**src/rtl/core/kmp_pkg.sv**
```systemverilog
// Shared types and constants for the streaming KMP matcher.
`timescale 1ns / 1ps

package kmp_pkg;

    localparam int BYTE_W    = 8;
    localparam int IDX_W     = 4;   // cell / failure-table index, covers 16 cells
    localparam int LEN_W     = 5;   // partial match length, 0..16
    localparam int POS_W     = 32;
    localparam int CFG_W     = 64;
    localparam int CFG_IDX_W = 2;
    localparam int PAT_W     = 2 * CFG_W;

    typedef enum logic [CFG_IDX_W-1:0] {
        CFG_PAT_LOW  = 2'd0,
        CFG_PAT_HIGH = 2'd1,
        CFG_PAT_LEN  = 2'd2
    } cfg_reg_t;

    localparam logic FUNC_START = 1'b0;
    localparam logic FUNC_TEXT  = 1'b1;

    typedef enum logic [1:0] {
        ST_IDLE,
        ST_BUILD,
        ST_SCAN,
        ST_EMIT
    } kmp_state_t;

    // Broadcast from the controller to every cell.
    typedef struct packed {
        logic [BYTE_W-1:0] probe;
        logic [IDX_W-1:0]  eq_idx;
        logic [IDX_W-1:0]  fb_idx;
        logic              wr_en;
        logic [IDX_W-1:0]  wr_idx;
        logic [IDX_W-1:0]  wr_val;
    } cell_ctrl_t;

    // Passed from cell to cell; the addressed cell substitutes its own values.
    typedef struct packed {
        logic             eq;
        logic [IDX_W-1:0] fail;
    } cell_chain_t;

endpackage

```
**src/rtl/core/kmp_cell.sv**
```systemverilog
// One matcher cell: a pattern byte compare and one failure-table entry.
`timescale 1ns / 1ps

module kmp_cell #(
    parameter int CELL_IDX = 0
) (
    input  logic                       aclk,
    input  kmp_pkg::cell_ctrl_t        ctrl,
    input  logic [kmp_pkg::BYTE_W-1:0] pat_byte,
    input  kmp_pkg::cell_chain_t       chain_in,
    output kmp_pkg::cell_chain_t       chain_out
);
    import kmp_pkg::*;

    localparam logic [IDX_W-1:0] MY_IDX = IDX_W'(CELL_IDX);

    logic [IDX_W-1:0] fail_reg;

    always_ff @(posedge aclk) begin
        if (ctrl.wr_en && (ctrl.wr_idx == MY_IDX)) begin
            fail_reg <= ctrl.wr_val;
        end
    end

    always_comb begin
        chain_out = chain_in;
        if (ctrl.eq_idx == MY_IDX) begin
            chain_out.eq = (pat_byte == ctrl.probe);
        end
        if (ctrl.fb_idx == MY_IDX) begin
            chain_out.fail = fail_reg;
        end
    end

endmodule

```
**src/rtl/core/kmp_ctrl.sv**
```systemverilog
// Sequencer for failure-table build and text scan, plus result register.
`timescale 1ns / 1ps

module kmp_ctrl #(
    parameter int MAX_PATTERN = 16
) (
    input  logic                       aclk,
    input  logic                       aresetn,
    input  logic                       s_valid,
    output logic                       s_ready,
    input  logic                       s_func,
    input  logic [kmp_pkg::BYTE_W-1:0] s_text_byte,
    input  logic [kmp_pkg::PAT_W-1:0]  pattern,
    input  logic [kmp_pkg::LEN_W-1:0]  pattern_length,
    output kmp_pkg::cell_ctrl_t        cell_ctrl,
    input  kmp_pkg::cell_chain_t       cell_sel,
    output logic                       m_valid,
    input  logic                       m_ready,
    output logic [kmp_pkg::POS_W-1:0]  m_match_start
);
    import kmp_pkg::*;

    localparam logic [LEN_W-1:0] LEN_CAP = LEN_W'(MAX_PATTERN);
    localparam logic [LEN_W-1:0] LEN_ONE = LEN_W'(1);

    function automatic logic [BYTE_W-1:0] byte_at(input logic [PAT_W-1:0] p,
                                                  input logic [IDX_W-1:0] k);
        byte_at = p[{k, 3'b000} +: BYTE_W];
    endfunction

    kmp_state_t        state_reg, state_next;
    logic [LEN_W-1:0]  work_reg, work_next;    // partial match length / build len
    logic [LEN_W-1:0]  m_reg, m_next;
    logic [IDX_W-1:0]  i_reg, i_next;
    logic [BYTE_W-1:0] probe_reg, probe_next;
    logic [POS_W-1:0]  pos_reg, pos_next;
    logic [POS_W-1:0]  start_reg, start_next;
    logic [POS_W-1:0]  match_reg, match_next;
    logic              valid_reg, valid_next;

    logic [LEN_W-1:0]  m_live;
    logic [LEN_W-1:0]  work_m1;
    logic [LEN_W-1:0]  adv;
    logic [LEN_W-1:0]  fbv;
    logic              fall;
    logic              hit;
    logic              i_last;
    logic              out_free;
    logic              wr_en_c;
    logic [IDX_W-1:0]  wr_idx_c;
    logic [IDX_W-1:0]  wr_val_c;

    assign m_live   = (pattern_length > LEN_CAP) ? LEN_CAP : pattern_length;
    assign work_m1  = work_reg - LEN_ONE;
    assign adv      = work_reg + LEN_W'(cell_sel.eq);
    assign fbv      = ({1'b0, cell_sel.fail} < work_reg) ? {1'b0, cell_sel.fail} : '0;
    assign fall     = (work_reg != '0) && !cell_sel.eq;
    assign hit      = (adv == m_reg);
    assign i_last   = ({1'b0, i_reg} == (m_reg - LEN_ONE));
    assign out_free = !valid_reg || m_ready;

    assign s_ready       = (state_reg == ST_IDLE);
    assign m_valid       = valid_reg;
    assign m_match_start = match_reg;

    assign cell_ctrl.probe  = probe_reg;
    assign cell_ctrl.eq_idx = work_reg[IDX_W-1:0];
    assign cell_ctrl.fb_idx = work_m1[IDX_W-1:0];
    assign cell_ctrl.wr_en  = wr_en_c;
    assign cell_ctrl.wr_idx = wr_idx_c;
    assign cell_ctrl.wr_val = wr_val_c;

    always_ff @(posedge aclk) begin
        if (!aresetn) begin
            state_reg <= ST_IDLE;
            work_reg  <= '0;
            pos_reg   <= '0;
            valid_reg <= 1'b0;
        end else begin
            state_reg <= state_next;
            work_reg  <= work_next;
            pos_reg   <= pos_next;
            valid_reg <= valid_next;
        end
    end

    always_ff @(posedge aclk) begin
        m_reg     <= m_next;
        i_reg     <= i_next;
        probe_reg <= probe_next;
        start_reg <= start_next;
        match_reg <= match_next;
    end

    // next state
    always_comb begin
        state_next = state_reg;
        unique case (state_reg)
            ST_IDLE: begin
                if (s_valid) begin
                    if (s_func == FUNC_START) begin
                        if (m_live > LEN_ONE) state_next = ST_BUILD;
                    end else if (m_live != '0) begin
                        state_next = ST_SCAN;
                    end
                end
            end
            ST_BUILD: begin
                if (!fall && i_last) state_next = ST_IDLE;
            end
            ST_SCAN: begin
                if (!fall) state_next = hit ? ST_EMIT : ST_IDLE;
            end
            ST_EMIT: begin
                if (out_free) state_next = ST_IDLE;
            end
            default: state_next = ST_IDLE;
        endcase
    end

    // datapath and cell writes
    always_comb begin
        work_next  = work_reg;
        m_next     = m_reg;
        i_next     = i_reg;
        probe_next = probe_reg;
        pos_next   = pos_reg;
        start_next = start_reg;
        match_next = match_reg;
        valid_next = valid_reg && !m_ready;
        wr_en_c    = 1'b0;
        wr_idx_c   = i_reg;
        wr_val_c   = adv[IDX_W-1:0];
        unique case (state_reg)
            ST_IDLE: begin
                if (s_valid) begin
                    m_next = m_live;
                    if (s_func == FUNC_START) begin
                        pos_next   = '0;
                        work_next  = '0;
                        i_next     = IDX_W'(1);
                        probe_next = byte_at(pattern, IDX_W'(1));
                        // first table entry is always zero
                        wr_en_c    = (m_live != '0);
                        wr_idx_c   = '0;
                        wr_val_c   = '0;
                    end else begin
                        start_next = pos_reg;
                        pos_next   = pos_reg + POS_W'(1);
                        probe_next = s_text_byte;
                        if ((m_live == '0) || (work_reg >= m_live)) begin
                            work_next = '0;
                        end
                    end
                end
            end
            ST_BUILD: begin
                if (fall) begin
                    work_next = fbv;
                end else begin
                    wr_en_c = 1'b1;
                    if (i_last) begin
                        work_next = '0;
                    end else begin
                        work_next  = adv;
                        i_next     = i_reg + IDX_W'(1);
                        probe_next = byte_at(pattern, i_reg + IDX_W'(1));
                    end
                end
            end
            ST_SCAN: begin
                // on a full match hold length m so the next cycle reads entry m-1
                if (fall) work_next = fbv;
                else      work_next = adv;
            end
            ST_EMIT: begin
                if (out_free) begin
                    valid_next = 1'b1;
                    match_next = start_reg - POS_W'(m_reg) + POS_W'(1);
                    work_next  = fbv;
                end
            end
            default: begin
                work_next = '0;
            end
        endcase
    end

endmodule

```
**src/rtl/core/kmp_stream_matcher_core.sv**
```systemverilog
// Top level of the streaming KMP matcher: configuration registers and cell row.
`timescale 1ns / 1ps

// Streaming Knuth-Morris-Pratt matcher for patterns of up to MAX_PATTERN bytes.
// Write the pattern bytes and length over the cfg port, then send a start
// transaction (s_func = 0) followed by text bytes (s_func = 1). A start of
// length 2 or more builds the failure table one entry at a time, with
// failure-chain steps taken between entries. A text byte is accepted, then
// compared, falling back along the failure chain until it matches or the
// length is zero; a completed match adds an emit step that stretches while an
// earlier result still waits on m_ready; the sequencer walks the chain one
// step per cycle through the row of pattern cells, one cell per pattern byte,
// each holding its failure entry. Each match yields one result transaction
// with the offset of its first byte modulo 2^32; overlapping matches are
// reported and length zero never matches. The failure table is not cleared by
// reset; send a start before the first text byte. Configuration may only be
// written while the block is idle.
module kmp_stream_matcher_core #(
    parameter int MAX_PATTERN = 16
) (
    input  logic                          aclk,
    input  logic                          aresetn,
    input  logic                          cfg_we,
    input  logic [kmp_pkg::CFG_IDX_W-1:0] cfg_addr,
    input  logic [kmp_pkg::CFG_W-1:0]     cfg_wdata,
    input  logic                          s_valid,
    output logic                          s_ready,
    input  logic                          s_func,
    input  logic [kmp_pkg::BYTE_W-1:0]    s_text_byte,
    output logic                          m_valid,
    input  logic                          m_ready,
    output logic [kmp_pkg::POS_W-1:0]     m_match_start
);
    import kmp_pkg::*;

    logic [CFG_W-1:0] pat_low_reg;
    logic [CFG_W-1:0] pat_high_reg;
    logic [LEN_W-1:0] pat_len_reg;
    logic [PAT_W-1:0] pattern;

    cell_ctrl_t  cell_ctrl;
    cell_chain_t chain [MAX_PATTERN+1];

    always_ff @(posedge aclk) begin
        if (!aresetn) begin
            pat_low_reg  <= '0;
            pat_high_reg <= '0;
            pat_len_reg  <= '0;
        end else if (cfg_we) begin
            unique case (cfg_addr)
                CFG_PAT_LOW:  pat_low_reg  <= cfg_wdata;
                CFG_PAT_HIGH: pat_high_reg <= cfg_wdata;
                CFG_PAT_LEN:  pat_len_reg  <= cfg_wdata[LEN_W-1:0];
                default: ;
            endcase
        end
    end

    assign pattern  = {pat_high_reg, pat_low_reg};
    assign chain[0] = '0;

    for (genvar k = 0; k < MAX_PATTERN; k++) begin : g_cell
        kmp_cell #(
            .CELL_IDX (k)
        ) u_cell (
            .aclk      (aclk),
            .ctrl      (cell_ctrl),
            .pat_byte  (pattern[k*BYTE_W +: BYTE_W]),
            .chain_in  (chain[k]),
            .chain_out (chain[k+1])
        );
    end

    kmp_ctrl #(
        .MAX_PATTERN (MAX_PATTERN)
    ) u_ctrl (
        .aclk           (aclk),
        .aresetn        (aresetn),
        .s_valid        (s_valid),
        .s_ready        (s_ready),
        .s_func         (s_func),
        .s_text_byte    (s_text_byte),
        .pattern        (pattern),
        .pattern_length (pat_len_reg),
        .cell_ctrl      (cell_ctrl),
        .cell_sel       (chain[MAX_PATTERN]),
        .m_valid        (m_valid),
        .m_ready        (m_ready),
        .m_match_start  (m_match_start)
    );

endmodule

```
**config.mk**
```make
export PLATFORM = sky130hd
export DESIGN_NAME = kmp_stream_matcher_core
export DESIGN_NICKNAME = d
export VERILOG_FILES = /design/src/rtl/core/kmp_pkg.sv /design/src/rtl/core/kmp_cell.sv /design/src/rtl/core/kmp_ctrl.sv /design/src/rtl/core/kmp_stream_matcher_core.sv
export SDC_FILE = /design/constraint.sdc
export NUM_CORES = 1
export LEC_CHECK = 0
export BUFFER_PORTS_ARGS = -buffer_cell sky130_fd_sc_hd__buf_2
export CORE_ASPECT_RATIO = 0.7
export CORE_UTILIZATION = 60
export CTS_BUF_LIST = sky130_fd_sc_hd__clkbuf_8
export CTS_CLUSTER_DIAMETER = 150
export DETAILED_ROUTE_END_ITERATION = 7
export PLACE_DENSITY = 0.77
export SKIP_LAST_GASP = 1
export SLEW_MARGIN = 10
export SYNTH_ARGS = -nofsm -noshare
export SYNTH_HDL_FRONTEND = slang
export SYNTH_SLANG_ARGS = --single-unit
```
**constraint.sdc**
```tcl
create_clock -name aclk -period 4.51 [get_ports aclk]
set_clock_uncertainty 0.15 [all_clocks]
set_input_delay 1.353 -clock aclk [delete_from_list [all_inputs] [get_ports aclk]]
set_output_delay 1.353 -clock aclk [all_outputs]
set_load 0.01 [all_outputs]
```
# Word-level counts from Yosys, hierarchy flattened
# Index checks and enable logic that the tools add are counted.
# W data, S select, Z words.
dict set report word_totals {
  register_bits 318
}
dict set report classes {
  eq_ne 78
  magnitude_cmp 4
  addsub 7
  n_reduce_logical 44
  shifts 1
  mux 74
}
# cell count
set op_table {}
lappend op_table {{$eq A8 B8 Y1} 16}
lappend op_table {{$shiftx A128 B8 Y8} 1}
lappend op_table {{$mux W4} 27}
lappend op_table {{$eq A4 B4 Y1 const B} 24}
lappend op_table {{$add A32 B1 Y32 const B} 2}
lappend op_table {{$eq A4 B3 Y1 const B} 12}
lappend op_table {{$mux W5} 8}
lappend op_table {{$mux W32} 1}
lappend op_table {{$mux W8} 4}
lappend op_table {{$sub A32 B5 Y32} 1}
lappend op_table {{$eq A4 B2 Y1 const B} 6}
lappend op_table {{$mux W1} 21}
lappend op_table {{$pmux W5 S4} 1}
lappend op_table {{$logic_and A1 B1 Y1} 19}
lappend op_table {{$mux W2} 8}
lappend op_table {{$pmux W8 S2} 1}
lappend op_table {{$eq A4 B1 Y1 const B} 3}
lappend op_table {{$logic_not A4 Y1} 3}
lappend op_table {{$ne A2 B2 Y1 const B} 5}
lappend op_table {{$reduce_and A2 Y1} 5}
lappend op_table {{$reduce_bool A5 Y1} 2}
lappend op_table {{$pmux W2 S4} 1}
lappend op_table {{$pmux W4 S2} 1}
lappend op_table {{$eq A2 B2 Y1 const B} 3}
lappend op_table {{other kinds (24)} 33}

# Depth between registers and ports, before layout
dict set report logic_depth {
  ltp_word 23
  ltp_mapped 19
  ltp_nobuf 16
}

# Modules after synthesis
# Synthesis repeated with hierarchy kept, for this count alone.
dict set report hier_totals {
  hier_cells 1641
  hier_area_um2 17918.4
}
# module instances cells_each area_per_inst_um2 seq_area_each_um2
set modules_own_cells {}
lappend modules_own_cells {kmp_ctrl 1 751 8032.7 3233.1}
lappend modules_own_cells {kmp_stream_matcher_core 1 503 5017.3 2662.6}
lappend modules_own_cells {{kmp_cell (g_cell[10].u_cell ...)} 4 24 299.0 120.1}
lappend modules_own_cells {{kmp_cell (g_cell[1].u_cell ...)} 2 24 315.3 120.1}
lappend modules_own_cells {{kmp_cell (g_cell[4].u_cell ...)} 2 24 311.5 120.1}
lappend modules_own_cells {{kmp_cell (g_cell[11].u_cell ...)} 2 24 305.3 120.1}
lappend modules_own_cells {{kmp_cell (g_cell[12].u_cell ...)} 2 25 302.8 120.1}
lappend modules_own_cells {{kmp_cell (g_cell[13].u_cell ...)} 2 24 301.5 120.1}
lappend modules_own_cells {{kmp_cell (g_cell[0].u_cell)} 1 24 309.0 120.1}
lappend modules_own_cells {{kmp_cell (g_cell[15].u_cell)} 1 25 290.3 120.1}

# Least setup slack after synthesis
# Ideal clock, no wire load.
dict set report synth_timing {
  path_kind {input to register}
  start {input port m_ready}
  end {register u_ctrl.work_reg[2]}
  setup_ns 0.086
  t_arrival_ns 3.564
  cell_stages 7
  required_time_ns 4.274
  slack_ns 0.711
  path_buffers 0
  path_cell_list {nand2b_1 -> o22ai_1 -> nor2_1 -> nor2_1 -> nand2_1 -> a211oi_1 -> a211oi_1}
}
dict set report synth_between {
  elab_chain_len 3
}
# element line_no
set synth_rtl {}
lappend synth_rtl {{start, declared} kmp_stream_matcher_core.sv:31} ;# input logic m_ready,
lappend synth_rtl {{$logic_or A1 B1 Y1} kmp_ctrl.sv:60} ;# assign out_free = !valid_reg || m_ready;
lappend synth_rtl {{$ne A2 B1 Y1 (no line)} n/a}
lappend synth_rtl {{$reduce_and A3 Y1 (no line)} n/a}
lappend synth_rtl {{end signal, assigned} kmp_ctrl.sv:81} ;# work_reg <= work_next;
lappend synth_rtl {{end, declared} kmp_ctrl.sv:32} ;# logic [LEN_W-1:0] work_reg, work_next;
# Every way passes these cells.
# A chain may end at the register's enable or synchronous reset.

# Final worst setup path
dict set report layout_timing {
  start {register u_ctrl.work_reg[2]}
  end {register u_ctrl.state_reg[0]}
}
dict set report layout_between {
  elab_chain_len 23
  elab_cells_between_ends 45
  cone_classes {add/sub: 1; eq/ne: 18; mux: 19; reduce/logical: 7}
}
# element line_no
set layout_rtl {}
lappend layout_rtl {{parallel branches: the longest is 23 deep, another holds $logic_not A4 Y1} n/a}
lappend layout_rtl {{end signal, assigned} kmp_ctrl.sv:80} ;# state_reg <= state_next;
lappend layout_rtl {{end, declared} kmp_ctrl.sv:31} ;# kmp_state_t state_reg, state_next;
# Several ways; the timed one is not identified. The select of a mux whose other input is x is not followed.

==> metrics.txt <==
Layout Nets=1989; Setup crit start kind=flip-flop; DR WL/cell=21.2 um; Worst VDD drop=between 0.0002 and 0.0003 V; largest cells by area after synthesis=edfxtp_1 (26%), dfxtp_1 (20%), nand2_1 (7.3%); WS Path Type=flip-flop to flip-flop; CTS tree=done; Die Span Y=143 um; Worst Path Max Fanout=13; number of synthesis warnings=0; count of final setup violators=0; Crit path max-delay family=simple AND/OR/NAND/NOR gates; Vias=13903; fmax=roughly 240 MHz; first-pass GRT wire length=73700 um; Post-synth top flop=dfxtp_1; Max clock buf depth=3; max_cap viols=0; HPWL after DPL=35400 um; status=complete, no violations; worst endpoint required time=approximately 4900 ps; sw power=3.03 mW; Synth Register Bits=318; Worst Path Arrival=4470 ps; Int Pwr=5.87 mW; EDFF count, synth=145; share of cells above drive strength 1=16.8%; Final Util=68.1%; Distinct cells, synth=95; Yosys top cell by area=edfxtp_1; CTS Hold Bufs=0; synth-to-layout area growth=11.3%; worst-path cell chain=buf_4 > nor4_2 > and3_1 > nor4_2 > o2111ai_2 > nor2_4 > nor2_1 > ha_1 > nand3_1 > xnor2_1 > xnor2_1 > nand4_1 > o21ai_1 > o21ai_0 > a21oi_1 > o221a_1; Gate Count Post-Synth=roughly 1800; synthesized area=17100 um2; Final Slew Violations=0; Crit path depth=16; Min-Delay Path Depth=0; placer's final routability congestion estimate=between 0.9 and 1; critical path capture point type=flip-flop; period utilization=90.8%; CTS buffer count=48; Lkg Pwr=7.08 nW; GRT Util Overall=33.3%; drt pass-1 iters=5; Cell Pwr Density=468 nW/um2; DRC errors left=0; minimum clock period=4090 ps; Placeable Area=27900 um2; sw frac=34.0%; Min-Delay Path Class=flip-flop to flip-flop; Syn Area/Cell=9.72 um2; clock-pin transition on the worst setup and hold timing paths=around 60 ps; Crit path buffers/inverters=1; Buffers on Ports=113; Root Buffer=clkbuf_8; die area=~30000 um2; Async SR Flop Fraction=0%; clock sink count=about 320; critical path's largest stage delay=740 ps; Max transition margin=31.7%; slowest CP cell=nor4_2; Comb power frac=31.1%; antenna-violating nets left=0; initial detailed-routing violation count=1495; clock network latency to the later pin of the worst-skew pair=600 ps; Post-Route WL=48100 um; power share of the sequential group=39.7%; Resize count post-CTS=0; synthesized netlist net count=1886; Synth top area share=between 20% and 30%; Die Width=204 um; final hold violation count=0; R2R depth=16; RSZ-0062 raised after global routing=false; number of global-route vias before repair=between 10000 and 15000; Initial Util=between 60 and 70%; Post-CTS Setup Repair Bufs=0; Tightest Pin Transition=1020 ps; setup TNS=0 ps; Clk pwr share=29.3%; register area share after synthesis=45.8%; CTS H-tree depth=2; # IOs=114; antenna violations before repair=1; DR vias/cell=6.13; largest net degree at the start of global routing=158; Tot Pwr=a little under 9 mW; FP Rows=51; GR Overflow Total=0
[kinds of logic after synthesis]
kind of cell             synth area share, %
adder cells (fa/ha/maj)                 3.64
AO/OA/AOI/OAI                           12.6
XOR/XNOR                                9.03
flip-flops                              45.8
AND/OR/NAND/NOR                         17.3
multiplexers                            7.11
buffers and inverters                   4.46
[worst paths after layout]
check / startpoint / end / slack [ps]
worst max register to register: u_ctrl.work_reg[2]$_SDFFE_PN0P_ / u_ctrl.state_reg[0]$_SDFFE_PN0P_ / 420
worst min register to register: u_ctrl.pos_reg[31]$_SDFFE_PN0P_ / u_ctrl.start_reg[31]$_DFFE_PP_ / 310
worst max-delay path: u_ctrl.work_reg[2]$_SDFFE_PN0P_ / u_ctrl.state_reg[0]$_SDFFE_PN0P_ / 420
worst min-delay path: u_ctrl.pos_reg[31]$_SDFFE_PN0P_ / u_ctrl.start_reg[31]$_DFFE_PP_ / 310
[worst register-to-register path, cell delays in order, from the launching register on]
cell	delay [ps]
dfxtp_1	510
buf_4	270
nor4_2	740
and3_1	300
nor4_2	60
o2111ai_2	140
nor2_4	120
nor2_1	110
ha_1	180
nand3_1	120
xnor2_1	390
xnor2_1	170
nand4_1	120
o21ai_1	260
o21ai_0	110
a21oi_1	130
o221a_1	180
[cells in the final DEF (no fill, tap or decap), types with 9 or more instances in the layout]
master / n
a21o_1: 15
a21oi_1: 194
a31oi_1: 11
and2_1: 10
and3_1: 13
buf_2: 113
buf_4: 41
clkbuf_8: 61
clkinv_2: 9
dfxtp_1: 173
edfxtp_1: 145
ha_1: 47
inv_1: 65
mux2i_1: 20
mux4_2: 42
nand2_1: 330
nand2b_1: 9
nand3_1: 43
nand4_1: 20
nor2_1: 74
nor2b_1: 13
nor3_1: 38
nor4_1: 21
o21ai_0: 43
o21bai_1: 10
or3_1: 9
xnor2_1: 111
xor2_1: 65
[area by class of cell]
cell class	instances	area (um2)
fillers	2184	8890
inverters	61	231
multi-input cells	1275	8510
repair buffers	156	913
well taps	371	464
clock buffers	61	840
diodes	1	2.50
clock inverters	25	221
flip-flops and latches	318	7820
[stage by stage]
| step | cells | setup slack, ps | cell area (um2) | hold WS, ps |
|---|---|---|---|---|
| detailed placement | 2181 | 528 | 17900 | 290 |
| global route | 2268 | 114 | 19000 | 337 |
| global placement | 2181 | 599 | 17900 | 284 |
| CTS | 2267 | 471 | 19000 | 307 |
| finish | 2268 | 416 | 19000 | 308 |
| floorplan | 1757 | 711 | 17100 | 267 |
[power groups by stage]
stage	Combinational, mW	Clock, mW	Sequential [mW]
after detailed placement	2.70	0	3.59
after floorplan	2.17	0	3.43
after CTS	2.72	2.63	3.52
after global routing	2.97	2.75	3.55
final	2.76	2.60	3.53
after global placement	2.69	0	3.58
[per-layer routing]
layer  track usage, %  wire length, um
met5                0                0
met1             50.3            22000
met2             47.0            20200
met4             7.40              627
met3             9.20             5230
[cells in the mapped netlist, types with 5 or more instances]
master and number:
nand2_1 330, a21oi_1 194, dfxtp_1 173, edfxtp_1 145, xnor2_1 111, nor2_1 75, xor2_1 65, clkbuf_1 56
inv_1 56, ha_1 48, nand3_1 43, o21ai_0 43, mux4_2 42, nor3_1 38, nor4_1 21, mux2i_1 20
nand4_1 20, buf_1 17, a21o_1 15, and3_1 13, nor2b_1 13, a31oi_1 11, buf_4 11, and2_1 10
o21bai_1 10, nand2b_1 9, or3_1 9, buf_2 8, buf_6 8, nand3b_1 8, a211oi_1 7, nor3b_1 7
mux2_2 6, o22ai_1 6, a211o_1 5, a22oi_1 5, nand4b_1 5, o21ai_1 5
Power figures use the tool's default switching activity.
